===== config.mk =====
export PLATFORM = sky130hd
export DESIGN_NAME = stil_controller
export DESIGN_NICKNAME = d
export VERILOG_FILES = /design/src/rtl/stil_pkg.sv /design/src/rtl/stil_controller.sv
export SDC_FILE = /design/constraint.sdc
export NUM_CORES = 1
export LEC_CHECK = 0
export ABC_AREA = 1
export BUFFER_PORTS_ARGS = -buffer_cell sky130_fd_sc_hd__clkbuf_2
export CELL_PAD_IN_SITES_DETAIL_PLACEMENT = 1
export CELL_PAD_IN_SITES_GLOBAL_PLACEMENT = 2
export CORE_UTILIZATION = 24
export DETAILED_ROUTE_END_ITERATION = 6
export PLACE_DENSITY_LB_ADDON = 0.1
export SLEW_MARGIN = 20
export SYNTH_ARGS = -nofsm -noshare
export SYNTH_HDL_FRONTEND = slang
export SYNTH_SLANG_ARGS = --single-unit

===== constraint.sdc =====
create_clock -name clk -period 1.2 [get_ports clk]
set_input_delay 0.12 -clock clk [delete_from_list [all_inputs] [get_ports clk]]
set_output_delay 0.12 -clock clk [all_outputs]
set_load 0.05 [all_outputs]

===== src/rtl/stil_pkg.sv =====
// Shared constants, types and command/status structs for the sorted-table lookup.
`default_nettype none
package stil_pkg;
	localparam int TABLE_DEPTH = 1024;
	localparam int IDX_W = 10;
	localparam int LEN_W = 11;
	localparam int SCAN_THRESHOLD = 32;
	localparam int FRAC_BITS = 16;
	localparam int DATA_W = 32;

	localparam logic [1:0] CMD_WRITE = 2'd0;
	localparam logic [1:0] CMD_QUERY_SQ = 2'd1;
	localparam logic [1:0] CMD_QUERY_RAD = 2'd2;

	// Memory read select codes.
	localparam logic [2:0] RD_LAST = 3'd0;
	localparam logic [2:0] RD_LO = 3'd1;
	localparam logic [2:0] RD_HI = 3'd2;
	localparam logic [2:0] RD_MID = 3'd3;
	localparam logic [2:0] RD_PREV = 3'd4;

	// Datapath operation codes.
	localparam logic [3:0] OP_NONE = 4'd0;
	localparam logic [3:0] OP_LOAD = 4'd1;
	localparam logic [3:0] OP_SQUARE = 4'd2;
	localparam logic [3:0] OP_ISSUE = 4'd3;
	localparam logic [3:0] OP_CHECK_LAST = 4'd4;
	localparam logic [3:0] OP_TAKE_DLO = 4'd5;
	localparam logic [3:0] OP_TAKE_DHI = 4'd6;
	localparam logic [3:0] OP_DIV_START = 4'd7;
	localparam logic [3:0] OP_MID_UPDATE = 4'd8;
	localparam logic [3:0] OP_SCAN_STEP = 4'd9;
	localparam logic [3:0] OP_TAKE_FOUND = 4'd10;
	localparam logic [3:0] OP_TAKE_PREV = 4'd11;
	localparam logic [3:0] OP_WEIGHT = 4'd12;
	localparam logic [3:0] OP_BLEND = 4'd13;
	localparam logic [3:0] OP_FINISH = 4'd14;

	typedef struct packed {
		logic [3:0] op;
		logic [2:0] rd_sel;
		logic       rd_en;
		logic       wr_en;
	} dp_cmd_t;

	typedef struct packed {
		logic beyond;
		logic narrow_more;
		logic scan_more;
		logic at_zero;
		logic div_busy;
	} dp_status_t;
endpackage
`default_nettype wire


===== src/rtl/stil_controller.sv =====
// Sequencer that steps the datapath through write, search and blend.
`default_nettype none
module stil_controller (
	input  wire logic                 clk,
	input  wire logic                 arst_n,
	input  wire logic                 in_valid,
	output logic                      in_ready,
	input  wire logic [1:0]           command,
	output logic                      out_valid,
	input  wire logic                 out_ready,
	input  wire stil_pkg::dp_status_t status,
	output stil_pkg::dp_cmd_t         cmd
);
	localparam logic [4:0] S_IDLE = 5'd0, S_SQ0 = 5'd1, S_SQ1 = 5'd2, S_SQ2 = 5'd3,
		S_RLAST = 5'd4, S_CHKLAST = 5'd5, S_TLO = 5'd7,
		S_LOOP = 5'd8, S_DIV = 5'd9, S_DIVW = 5'd10,
		S_UPD = 5'd12, S_RLO2 = 5'd13, S_TLO2 = 5'd14, S_SCAN = 5'd15,
		S_RFOUND = 5'd16, S_TFOUND = 5'd17, S_TPREV = 5'd18, S_WGT = 5'd19,
		S_WDIV = 5'd20, S_BL = 5'd21, S_FIN = 5'd22, S_OUT = 5'd23,
		S_SCANRD = 5'd24;

	logic [4:0] state_q, state_d;
	logic [1:0] bl_q;
	logic out_hold;

	assign in_ready = (state_q == S_IDLE);
	assign out_valid = (state_q == S_OUT);

	always_comb begin
		state_d = state_q;
		cmd = '0;
		case (state_q)
			S_IDLE: begin
				if (in_valid) begin
					if (command == stil_pkg::CMD_WRITE) begin
						cmd.wr_en = 1'b1;
					end else if (command == stil_pkg::CMD_QUERY_SQ ||
						command == stil_pkg::CMD_QUERY_RAD) begin
						cmd.op = stil_pkg::OP_LOAD;
						state_d = S_SQ0;
					end
				end
			end
			S_SQ0: begin cmd.op = stil_pkg::OP_SQUARE; state_d = S_SQ1; end
			S_SQ1: begin cmd.op = stil_pkg::OP_SQUARE; state_d = S_SQ2; end
			S_SQ2: begin
				cmd.op = stil_pkg::OP_SQUARE;
				cmd.rd_en = 1'b1; cmd.rd_sel = stil_pkg::RD_LAST;
				state_d = S_CHKLAST;
			end
			S_CHKLAST: begin
				cmd.op = stil_pkg::OP_CHECK_LAST;
				state_d = S_RLAST;
			end
			S_RLAST: begin
				if (status.beyond) begin
					state_d = S_FIN;
				end else begin
					cmd.rd_en = 1'b1; cmd.rd_sel = stil_pkg::RD_LO;
					state_d = S_TLO;
				end
			end
			S_TLO: begin cmd.op = stil_pkg::OP_TAKE_DLO; state_d = S_LOOP; end
			S_LOOP: begin
				state_d = status.narrow_more ? S_DIV : S_SCAN;
			end
			S_DIV: begin cmd.op = stil_pkg::OP_DIV_START; state_d = S_DIVW; end
			S_DIVW: begin
				if (!status.div_busy) begin
					cmd.rd_en = 1'b1; cmd.rd_sel = stil_pkg::RD_MID;
					state_d = S_UPD;
				end
			end
			S_UPD: begin cmd.op = stil_pkg::OP_MID_UPDATE; state_d = S_RLO2; end
			S_RLO2: begin
				cmd.rd_en = 1'b1; cmd.rd_sel = stil_pkg::RD_LO;
				state_d = S_TLO;
			end
			S_SCAN: begin
				if (status.scan_more) begin
					cmd.op = stil_pkg::OP_SCAN_STEP;
					state_d = S_SCANRD;
				end else begin
					cmd.rd_en = 1'b1; cmd.rd_sel = stil_pkg::RD_LO;
					state_d = S_TFOUND;
				end
			end
			S_SCANRD: begin
				cmd.rd_en = 1'b1; cmd.rd_sel = stil_pkg::RD_LO;
				state_d = S_TLO2;
			end
			S_TLO2: begin cmd.op = stil_pkg::OP_TAKE_DLO; state_d = S_SCAN; end
			S_TFOUND: begin
				cmd.op = stil_pkg::OP_TAKE_FOUND;
				if (status.at_zero) begin
					state_d = S_FIN;
				end else begin
					state_d = S_RFOUND;
				end
			end
			S_RFOUND: begin
				cmd.rd_en = 1'b1; cmd.rd_sel = stil_pkg::RD_PREV;
				state_d = S_TPREV;
			end
			S_TPREV: begin cmd.op = stil_pkg::OP_TAKE_PREV; state_d = S_WGT; end
			S_WGT: begin cmd.op = stil_pkg::OP_WEIGHT; state_d = S_WDIV; end
			S_WDIV: begin
				if (!status.div_busy) begin
					state_d = S_BL;
				end
			end
			S_BL: begin
				cmd.op = stil_pkg::OP_BLEND;
				if (bl_q == 2'd3) begin
					state_d = S_FIN;
				end
			end
			S_FIN: begin cmd.op = stil_pkg::OP_FINISH; state_d = S_OUT; end
			S_OUT: begin
				if (out_hold) begin
					state_d = S_IDLE;
				end
			end
			default: state_d = S_IDLE;
		endcase
	end

	assign out_hold = out_ready;

	always_ff @(posedge clk or negedge arst_n) begin
		if (!arst_n) begin
			state_q <= S_IDLE;
			bl_q <= 2'd0;
		end else begin
			state_q <= state_d;
			if (state_q == S_BL) begin
				bl_q <= bl_q + 2'd1;
			end else begin
				bl_q <= 2'd0;
			end
		end
	end
endmodule
`default_nettype wire


==> impl_metrics.toml <==
[placed_design]
pre_cts_slack_ns = -0.493
dp_hpwl_um = 2930
gp_congestion = 0.967
dp.cells = 246
io_buffer_count = 21

[synthesis]
synth_area_leaders = "dfrtp_1 (20%), nand2_1 (16%), nand3_1 (9.6%)"
synth_cells = 145
synth_area_um2 = 887
yosysSeqAreaShare = 0.197
ys_types = 28
yosys_warnings = 0
synth.net_count = 158
ys_ff_latch = 7
yosysTopAreaCellShare = 0.197
synth_area_per_cell_um2 = 6.12
synth_top_cell_by_area = "dfrtp_1"

[setup_path]
critical_path_peak_fanout = 7
path_cells = "inv_4 -> nand2_4 -> nor2_4 -> a21oi_4 -> nand3_4 -> or2_4 -> clkbuf_16"
cp.required_ns = 1.08
crit_type = "flip-flop to primary output"
critical_path_arrival_ns = 1.64
slowest_delay_ns = 0.50
r2r_slack_ns = -0.50
slowest_stage = "dfrtp_2"
r2r_start = "state_q[2]"
startpoint_type = "flip-flop"
reg2reg_to = "state_q[0]"
crit_path_end_kind = "primary output"
r2r_cells = 9

[flow_run]
drv_cap = 0

[grt]
grt_pass1_vias = 1430
grt_overflow = 0
track_usage = 0.224
grt_max_degree = 8
grt_antenna_before_repair = 0
grt_first_pass_wirelength_um = 6770

[clock_tree]
clk_pin_slew_ns = 0.04
clk_latency_ns = 0.23
cts-root-buf = "clkbuf_8"
htreeDepth = 1
clk_path_buf_depth = 2
cts_tree = "built"
cts_sinks = 7
numCtsBuffers = 3

[sta]
worst_slew_pin_slew_ns = 0.252
drv_slew = 0
max_freq_mhz = 567
setup_viol = 18
setup_slack_ns = -0.562
rsz0062_at_grt = "yes"
fin_crit_sh = 1.47
fin_crit_ns = 1.76
skew_ns = 0.00384
slew-limit-headroom = 0.832
final-hold-violation-count = 0

[floorplan]
die_height_um = 62.8
ios = 22
die_width_um = 62.8
dieArea_um2 = 3940
num_rows = 21
core_um2 = 3440
initial_utilization = 0.258

[detailed_routing]
wl_um = 4510
wl_per_cell_um = 16.8
drtIter0Drc = 46
drc = 0
dr.pass1.iters = 4
avgViaCountPerCell = 4.97
vias = 1338
antenna_left = 0

[layout]
area_growth_pct = 128
final_common_cell = "buf_4"
layout-drive-gt1-share = 0.659
insertedDiodeCount = 0
final_cell_mix = "buf_4 (39), nand2_1 (27), buf_6 (16)"
finalNonFillerCells = 269
nNetsFinal = 237
utilization = 0.588

[outcome]
failed_checks = "negative setup slack"
status = "finished, violations left"

[power_and_ir_drop]
ir_drop_mv = 1.79
power.total_mw = 5.78
power.density_nw_per_um2 = 2860
leakagePower_nw = 1.00

[hold_path]
hp-class = "input port to async pin"
stage by stage:
stage / area (um^2) / setup TNS (ns) / hold slack (ns)
4_1_cts: 1880 / -6.74 / 0.266
6_report: 2020 / -7.80 / 0.265
5_1_grt: 2020 / -9.08 / 0.272
3_5_place_dp: 1440 / -6.42 / -0.0318
3_3_place_gp: 1440 / -6.17 / -0.0330
2_1_floorplan: 987 / -3.16 / -0.176
layout make-up:
type | count | area (um^2)
inverter | 23 | 115
fill | 429 | 1420
multi-input combinational | 112 | 866
tap | 46 | 57.6
clock buffer | 4 | 45.0
sequential | 7 | 181
timing repair buffer | 77 | 758
worst max path at each step:
| stage | start | to | slack, ns |
|---|---|---|---|
| 3_3_place_gp | state_q[1] | state_q[1] | -0.50 |
| 4_1_cts | state_q[4] | cmd[8] | -0.52 |
| 6_report | state_q[2] | cmd[1] | -0.56 |
| 5_1_grt | state_q[2] | cmd[1] | -0.61 |
| 3_5_place_dp | state_q[4] | cmd[7] | -0.49 |
| 2_1_floorplan | state_q[2] | cmd[8] | -0.36 |
power by group:
| part | internal (mW) | total (mW) | switching [mW] |
|---|---|---|---|
| registers | 0.336 | 0.585 | 0.249 |
| clock network | 0.230 | 0.338 | 0.107 |
| logic | 2.26 | 4.86 | 2.59 |
state kept, by name, indices dropped and copies added, names as in the netlist:
| signal | count |
|---|---|
| state_q | 5 |
| bl_q | 2 |
cell usage after synthesis, drive strengths merged:
master	count
a21oi	2
a31oi	2
and3	1
buf	2
clkbuf	1
dfrtp	7
ha	2
inv	23
nand2	43
nand3	19
nand3b	2
nand4	1
nor2	28
nor3	1
o2111ai	3
o211ai	1
o21ai	4
o22ai	2
or2	1
routing by layer:
| metal | track usage | vias to the layer above | routed length [um] |
|---|---|---|---|
| li1 | - | 627 | - |
| met1 | 0.263 | 653 | 1730 |
| met2 | 0.397 | 42 | 2340 |
| met3 | 0.0566 | 16 | 229 |
| met4 | 0.0669 | 0 | 208 |
| met5 | 0 | - | 0 |
critical path: cells and delay by family (launching register included):
family | cells | cell delay [ns]
flops | 1 | 0.50
compound gates | 1 | 0.14
buf+inv | 2 | 0.25
simple gates | 4 | 0.51
logic make-up after synthesis:
kind of cell,Yosys count,synth area share
simple gates,96,0.526
flops,7,0.197
buf+inv,26,0.144
fa+ha+maj,2,0.0282
compound gates,14,0.104
repair_timing:
item                                   in CTS  in global routing
buffers inserted                           15                  6
hold buffers                                1                  0
pin swaps                                  14                 14
resized for setup                          65                 35
setup endpoints to repair                  18                 18
endpoints found under the hold margin       7                  0
Power figures use the tool's default switching activity.
